### config.mk
export PLATFORM = sky130hd
export DESIGN_NAME = coprocessor_status_frame_decoder_core
export DESIGN_NICKNAME = d
export VERILOG_FILES = /design/src/rtl/core/csfd_pkg.sv /design/src/rtl/core/coprocessor_status_frame_decoder_core.sv
export SDC_FILE = /design/constraint.sdc
export NUM_CORES = 1
export LEC_CHECK = 0
export BUFFER_PORTS_ARGS = -buffer_cell sky130_fd_sc_hd__buf_2
export CORE_MARGIN = 2
export CORE_UTILIZATION = 28
export CTS_CLUSTER_SIZE = 12
export DETAILED_ROUTE_END_ITERATION = 10
export PLACE_DENSITY_LB_ADDON = 0.08
export SKIP_CTS_REPAIR_TIMING = 1
export SLEW_MARGIN = 0
export SYNTH_ARGS = -nofsm -noshare
export SYNTH_HDL_FRONTEND = slang
export SYNTH_SLANG_ARGS = --single-unit
export TNS_END_PERCENT = 100
### constraint.sdc
create_clock -name clk -period 10.2 [get_ports clk]
set_input_delay 2.55 -clock clk [delete_from_list [all_inputs] [get_ports clk]]
set_output_delay 2.55 -clock clk [all_outputs]
set_load 0.05 [all_outputs]
### src/rtl/core/csfd_pkg.sv
// csfd_pkg: request types and decode constants for the status frame decoder
// no dependencies; used by coprocessor_status_frame_decoder_core

package csfd_pkg;

  // input request: one received byte
  typedef struct packed {
    logic [7:0] rx_byte;
    logic       frame_start;
  } in_t;

  // result request: one decoded frame
  typedef struct packed {
    logic        frame_ok;
    logic [15:0] adc_zero;
    logic [15:0] adc_one;
    logic [15:0] adc_two;
    logic [15:0] adc_three;
    logic [3:0]  button_code;
    logic        aa_cells;
    logic [1:0]  fw_major;
    logic [2:0]  fw_minor;
    logic [13:0] supply_mv;
  } out_t;

  // reported converter ports
  localparam int NUM_ADC = 4;

  // checksum
  localparam logic [7:0] SUM_GOOD = 8'hFF;

  // button ladder
  localparam logic [15:0] BTN_ENTER_LIMIT  = 16'd1023;
  localparam logic [15:0] BTN_ENTER_OFFSET = 16'h07FF;
  localparam logic [15:0] BTN_THR_HIGH     = 16'd720;
  localparam logic [15:0] BTN_THR_MID      = 16'd270;
  localparam logic [15:0] BTN_THR_LOW      = 16'd60;
  localparam logic [3:0]  BTN_ENTER        = 4'h1;
  localparam logic [3:0]  BTN_HIGH         = 4'h8;
  localparam logic [3:0]  BTN_MID          = 4'h4;
  localparam logic [3:0]  BTN_LOW          = 4'h2;

  // battery word
  localparam logic [23:0] MV_SCALE = 24'd14180;
  localparam int          MV_FRAC  = 10;

endpackage

### src/rtl/core/coprocessor_status_frame_decoder_core.sv
// coprocessor_status_frame_decoder_core: byte-wise status frame decoder
// result registered: valid in the cycle after the final byte of a frame is accepted
// throughput: one byte per cycle; one result per frame of 2*SENSOR_COUNT+5 bytes
// the final byte is held off only while the previous result is still stalled
// reset (rst_n low, synchronous): position, sum, held values and out_valid cleared
// depends on csfd_pkg

module coprocessor_status_frame_decoder_core #(
  parameter int SENSOR_COUNT = 4
) (
  input  logic            clk,
  input  logic            rst_n,
  input  logic            in_valid,
  output logic            in_stall,
  input  csfd_pkg::in_t   in_data,
  output logic            out_valid,
  input  logic            out_stall,
  output csfd_pkg::out_t  out_data
);

  // frame geometry: adc words, button word, battery word, trailing byte
  localparam int FRAME_LEN = 2 * SENSOR_COUNT + 5;
  localparam int STORE_LEN = 2 * SENSOR_COUNT + 4;
  localparam int LAST_POS  = FRAME_LEN - 1;
  localparam int POS_W     = $clog2(FRAME_LEN);
  localparam int BTN_POS   = 2 * SENSOR_COUNT;
  localparam int BAT_POS   = 2 * SENSOR_COUNT + 2;

  // byte tracking state
  logic [POS_W-1:0] pos_r, pos_nxt;
  logic [7:0]       sum_r, sum_nxt;
  logic [7:0]       store_r [STORE_LEN];

  // held decoded values, reported again on a bad frame
  logic [15:0] held_adc_r [csfd_pkg::NUM_ADC];
  logic [3:0]  held_code_r;
  logic        held_aa_r;
  logic [1:0]  held_major_r;
  logic [2:0]  held_minor_r;
  logic [13:0] held_mv_r;

  // result register
  logic           out_valid_r, out_valid_nxt;
  csfd_pkg::out_t out_r;

  logic [POS_W-1:0] eff_pos;
  logic [7:0]       eff_sum;
  logic             in_fire;
  logic             is_last;
  logic             frame_good;
  logic             load_result;

  // decoded fields of the frame now in the store
  logic [15:0] new_adc [csfd_pkg::NUM_ADC];
  logic [15:0] btn_word;
  logic [15:0] btn_adj;
  logic [15:0] bat_word;
  logic [3:0]  new_code;
  logic [23:0] mv_prod;
  logic [13:0] new_mv;

  // a start flag restarts position and sum before the byte is counted
  assign eff_pos = in_data.frame_start ? '0 : pos_r;
  assign eff_sum = in_data.frame_start ? '0 : sum_r;
  assign sum_nxt = eff_sum + in_data.rx_byte;
  assign is_last = (eff_pos == POS_W'(LAST_POS));

  // only a byte that may close a frame waits for the result slot
  assign in_stall    = out_valid_r && out_stall && (pos_r == POS_W'(LAST_POS));
  assign in_fire     = in_valid && !in_stall;
  assign load_result = in_fire && is_last;
  assign frame_good  = (sum_nxt == csfd_pkg::SUM_GOOD);

  // after the final byte the next frame starts at position zero
  always_comb begin
    pos_nxt = pos_r;
    if (in_fire) begin
      pos_nxt = is_last ? '0 : eff_pos + POS_W'(1);
    end
  end

  // little-endian adc words; ports beyond the sensor count read as zero
  for (genvar i = 0; i < csfd_pkg::NUM_ADC; i++) begin : g_adc
    if (i < SENSOR_COUNT) begin : g_present
      assign new_adc[i] = {store_r[2*i+1], store_r[2*i]};
    end else begin : g_absent
      assign new_adc[i] = '0;
    end
  end

  assign btn_word = {store_r[BTN_POS+1], store_r[BTN_POS]};
  assign bat_word = {store_r[BAT_POS+1], store_r[BAT_POS]};

  // button ladder: enter bit strips its offset, then one rung of three
  always_comb begin
    new_code = '0;
    btn_adj  = btn_word;
    if (btn_word > csfd_pkg::BTN_ENTER_LIMIT) begin
      new_code = csfd_pkg::BTN_ENTER;
      btn_adj  = btn_word - csfd_pkg::BTN_ENTER_OFFSET;
    end
    if (btn_adj > csfd_pkg::BTN_THR_HIGH) begin
      new_code = new_code | csfd_pkg::BTN_HIGH;
    end else if (btn_adj > csfd_pkg::BTN_THR_MID) begin
      new_code = new_code | csfd_pkg::BTN_MID;
    end else if (btn_adj > csfd_pkg::BTN_THR_LOW) begin
      new_code = new_code | csfd_pkg::BTN_LOW;
    end
  end

  // millivolts from the low ten bits of the battery word
  assign mv_prod = 24'(bat_word[9:0]) * csfd_pkg::MV_SCALE;
  assign new_mv  = mv_prod[csfd_pkg::MV_FRAC +: 14];

  // result slot empties when taken, fills on the final byte
  always_comb begin
    out_valid_nxt = out_valid_r;
    if (load_result) begin
      out_valid_nxt = 1'b1;
    end else if (out_valid_r && !out_stall) begin
      out_valid_nxt = 1'b0;
    end
  end

  // control and held state
  always_ff @(posedge clk) begin
    if (!rst_n) begin
      pos_r        <= '0;
      sum_r        <= '0;
      out_valid_r  <= 1'b0;
      for (int i = 0; i < csfd_pkg::NUM_ADC; i++) begin
        held_adc_r[i] <= '0;
      end
      held_code_r  <= '0;
      held_aa_r    <= 1'b0;
      held_major_r <= '0;
      held_minor_r <= '0;
      held_mv_r    <= '0;
    end else begin
      pos_r       <= pos_nxt;
      out_valid_r <= out_valid_nxt;
      if (in_fire) begin
        sum_r <= is_last ? '0 : sum_nxt;
      end
      if (load_result && frame_good) begin
        for (int i = 0; i < csfd_pkg::NUM_ADC; i++) begin
          held_adc_r[i] <= new_adc[i];
        end
        held_code_r  <= new_code;
        held_aa_r    <= bat_word[15];
        held_major_r <= bat_word[14:13];
        held_minor_r <= bat_word[12:10];
        held_mv_r    <= new_mv;
      end
    end
  end

  // frame bytes, written at their position; the trailing byte is not kept
  always_ff @(posedge clk) begin
    for (int j = 0; j < STORE_LEN; j++) begin
      if (in_fire && (eff_pos == POS_W'(j))) begin
        store_r[j] <= in_data.rx_byte;
      end
    end
  end

  // result payload: fresh values on a good frame, held ones otherwise
  always_ff @(posedge clk) begin
    if (load_result) begin
      out_r.frame_ok    <= frame_good;
      out_r.adc_zero    <= frame_good ? new_adc[0]      : held_adc_r[0];
      out_r.adc_one     <= frame_good ? new_adc[1]      : held_adc_r[1];
      out_r.adc_two     <= frame_good ? new_adc[2]      : held_adc_r[2];
      out_r.adc_three   <= frame_good ? new_adc[3]      : held_adc_r[3];
      out_r.button_code <= frame_good ? new_code        : held_code_r;
      out_r.aa_cells    <= frame_good ? bat_word[15]    : held_aa_r;
      out_r.fw_major    <= frame_good ? bat_word[14:13] : held_major_r;
      out_r.fw_minor    <= frame_good ? bat_word[12:10] : held_minor_r;
      out_r.supply_mv   <= frame_good ? new_mv          : held_mv_r;
    end
  end

  assign out_valid = out_valid_r;
  assign out_data  = out_r;

`ifndef SYNTHESIS
  // closing byte of a frame always produces a result next cycle
  a_last_gives_result: assert property (@(posedge clk) disable iff (!rst_n)
    load_result |=> out_valid_r)
    else $error("final byte accepted without a result");

  // a waiting result always matches the held values
  a_result_matches_held: assert property (@(posedge clk) disable iff (!rst_n)
    out_valid_r |-> (out_r.adc_zero == held_adc_r[0]) &&
                    (out_r.button_code == held_code_r) &&
                    (out_r.supply_mv == held_mv_r))
    else $error("result differs from held values");

  // position never runs past the final byte
  a_pos_in_frame: assert property (@(posedge clk) disable iff (!rst_n)
    pos_r <= POS_W'(LAST_POS))
    else $error("byte position beyond frame length");
`endif

endmodule
==> results.sh <==
export IMPL_syn_to_final_growth_pct=16.9
export IMPL_worst_slew_pin_slew_ns=1.01
export IMPL_io_buffer_count=103
export IMPL_crit_path_frequent_cell="buf_4"
export IMPL_fin_util=0.330
export IMPL_cts_sinks=286
export IMPL_num_vias=7779
export IMPL_yosysSeqAreaShare=0.595
export IMPL_place_congestion=0.789
export IMPL_viasPerCell=4.36
export IMPL_switchingPower_uw=559
export IMPL_ios=104
export IMPL_hpwl_mm=20.8
export IMPL_setup_ws_ns=4.24
export IMPL_cts_root_buf="clkbuf_16"
export IMPL_synth_main_ff_cell="edfxtp_1"
export IMPL_ys_top_cells_by_count="edfxtp_1, mux2_2, and2_1"
export IMPL_power_leakage_uw=0.00617
export IMPL_synth_area_sq_mm=0.0138
export IMPL_start_util=0.283
export IMPL_cts_buffer_depth=3
export IMPL_p_sw_frac=0.218
export IMPL_synthArstFlopShare=0
export IMPL_hold_violations=0
export IMPL_grt_pass1_vias=8276
export IMPL_die_x_microns=226
export IMPL_intPower_uw=2010
export IMPL_tns_ns=0
export IMPL_cp_end_kind="flip-flop"
export IMPL_grt_overflow_total=0
export IMPL_grt_max_degree=66
export IMPL_track_usage=0.133
export IMPL_cts_inserted_buffers=35
export IMPL_netlist_instances=979
export IMPL_grt_pass1_wl_mm=50.8
export IMPL_slew_headroom=0.326
export IMPL_critPathLaunchType="primary input"
export IMPL_outcome="complete, no violations"
export IMPL_worstPathArrival_ns=6.25
export IMPL_avgSynthCellArea_sq_um=14.1
export IMPL_path_clk_slew_ns=0.06
export IMPL_final_max_slew_violation_count=0
export IMPL_drt_pre_antenna_iters=4
export IMPL_fin_nets=1217
export IMPL_initialDrtViolationCount=383
export IMPL_fill_cells=4899
export IMPL_synthTopCellsByArea="edfxtp_1, mux2_2, ha_1"
export IMPL_maxCapViolations=0
export IMPL_min_period_over_period=0.584
export IMPL_power_frac_seq=0.501
export IMPL_crit_type="primary input to flip-flop"
export IMPL_grt_antenna_before_repair=0
export IMPL_syn_num_nets=1105
export IMPL_slowest_delay_ns=0.67
export IMPL_routedWlPerCell_microns=18.5
export IMPL_slowest_stage="buf_4"
export IMPL_die_h_microns=226
export IMPL_synth_compound_area_frac=0.0487
export IMPL_yosys_area_top_type_share=0.542
export IMPL_comb_power_share=0.026
export IMPL_synth_most_common_cell="edfxtp_1"
export IMPL_period_needed_ns=5.96
export IMPL_final_cells=1783
export IMPL_wirelength_mm=32.9
export IMPL_rsz0062_at_grt="false"
export IMPL_clock_power_share=0.473
export IMPL_ys_seq_elements=286
export IMPL_synth_top_cell_by_area="edfxtp_1"
export IMPL_cp_required_ns=10.48
export IMPL_placed_cells=1718
export IMPL_crit_fanout=52
export IMPL_drc_errors=0
export IMPL_power_density_mw_per_mm2=159
export IMPL_coreArea_sq_mm=0.0488
export IMPL_peakVddDrop_uv=88.8
export IMPL_synth_xor_area_share=0.0165
export IMPL_multi_input_area_sq_mm=0.00512
export IMPL_rows=81
export IMPL_ys_types=70
export IMPL_ys_warn_count=0
export IMPL_fin_skew_ns=0.0227
export IMPL_fmax_ghz=0.168
export IMPL_drive_above_1_share=0.239
export IMPL_synth_fa_ha_area_frac=0.125
export IMPL_cts_tree="yes"
export IMPL_hold_class="flip-flop to flip-flop"
export IMPL_seq_area_sq_mm=0.00822
export IMPL_synth_simple_area_share=0.0979
export IMPL_clk_insertion_delay_late_ns=0.55
export IMPL_muxShareOfSynthArea=0.0818
export IMPL_synth_edff_count=249
export IMPL_synth_top_family_by_area="adder cells"
export IMPL_drtAntennaViolNets=0
export IMPL_finalSetupViolCount=0
export IMPL_hold_ws_ns=0.449
export IMPL_path_cells="buf_2 -> nor2b_1 -> ha_1 -> fa_1 -> a21o_1 -> a21oi_1 -> xnor2_1 -> nand3_1 -> and4bb_4 -> buf_4 -> buf_4 -> mux2_2"
export IMPL_cts_htree_levels=2
export IMPL_preCtsSetupSlack_ns=3.62
export IMPL_die_area_sq_mm=0.0511
-- critical path: cells and delay by family --
| kind | cells | cell delay [ns] |
|---|---|---|
| buf+inv | 3 | 1.56 |
| simple gates | 3 | 0.54 |
| mux | 1 | 0.42 |
| xor+xnor | 1 | 0.15 |
| compound gates | 2 | 0.35 |
| fa+ha+maj | 2 | 0.63 |
-- final cells by class --
| cell class | count | share of cell area |
|---|---|---|
| Antenna cell | 1 | 0.000155 |
| Clock buffer | 43 | 0.0574 |
| Clock inverter | 21 | 0.0114 |
| Inverter | 76 | 0.0177 |
| Multi-Input combinational cell | 581 | 0.317 |
| Sequential cell | 286 | 0.509 |
| Tap cell | 664 | 0.0515 |
| Timing Repair Buffer | 111 | 0.0357 |
-- worst paths after layout --
kind                                     start      endpoint  slack, ns  cells after the start
worst max-delay path                in_data[0]  out_data[40]       4.24                     12
worst min-delay path                  sum_r[4]      sum_r[4]       0.45                      2
worst max register to register  store_r[2][19]  out_data[12]       4.73                     18
worst min register to register        sum_r[4]      sum_r[4]       0.45                      2
-- power groups by stage --
stage	logic (uW)	clock network, uW	registers (uW)
floorplan	37.7	0	1310
global placement	67.8	0	1310
detailed placement	67.3	0	1310
CTS	67.9	1260	1290
global route	72.5	1300	1290
finish	65.5	1220	1290
-- sequential cells by signal, indices dropped and copies added, names as in the netlist --
register,cells
held_code_r,4
held_minor_r,3
held_adc_r,64
held_major_r,2
sum_r,8
out_data,89
held_aa_r,1
store_r,96
pos_r,4
out_valid,1
held_mv_r,14
-- cells by family after synthesis --
group | count (synthesis)
and+or+nand+nor | 242
buffers and inverters | 112
adders and majority gates | 114
muxes | 102
DFF | 286
xor gates and xnor gates | 26
AOI/OAI and AO/OA | 97
-- metal layers --
layer  vias up  global-route usage  part of all wire
met2       107               0.221              0.48
met4         0              0.0416             0.021
li1       3755                   -                 -
met5         -                   0                 0
met1      3874               0.177              0.47
met3        43              0.0216             0.032
-- stage by stage --
step | area (sq um) | total power (uW)
detailed placement | 15000 | 1380
global placement | 15000 | 1380
floorplan | 13800 | 1350
finish | 16100 | 2570
CTS | 16100 | 2620
global route | 16100 | 2660
-- cells in the final DEF (no fill, tap or decap), drive strengths merged, types with 3 or more instances in the layout --
cell type,Yosys,layout
edfxtp,249,249
buf,20,111
mux2,84,84
and2,79,79
inv,75,78
ha,73,73
nor2,60,60
clkbuf,16,43
fa,40,40
dfxtp,37,37
a21oi,34,34
nand2,28,28
nand3,19,19
mux2i,18,18
xnor2,16,16
o21ai,16,16
clkinv,1,15
nor3,11,11
xor2,10,10
a211oi,10,10
nor2b,8,8
nand2b,8,8
nand4,6,6
a22oi,5,5
and3,5,5
o21bai,4,4
nor4,4,4
a21o,3,3
nor4bb,3,3
o2bb2ai,3,3
(Power assumes the default switching activity.)
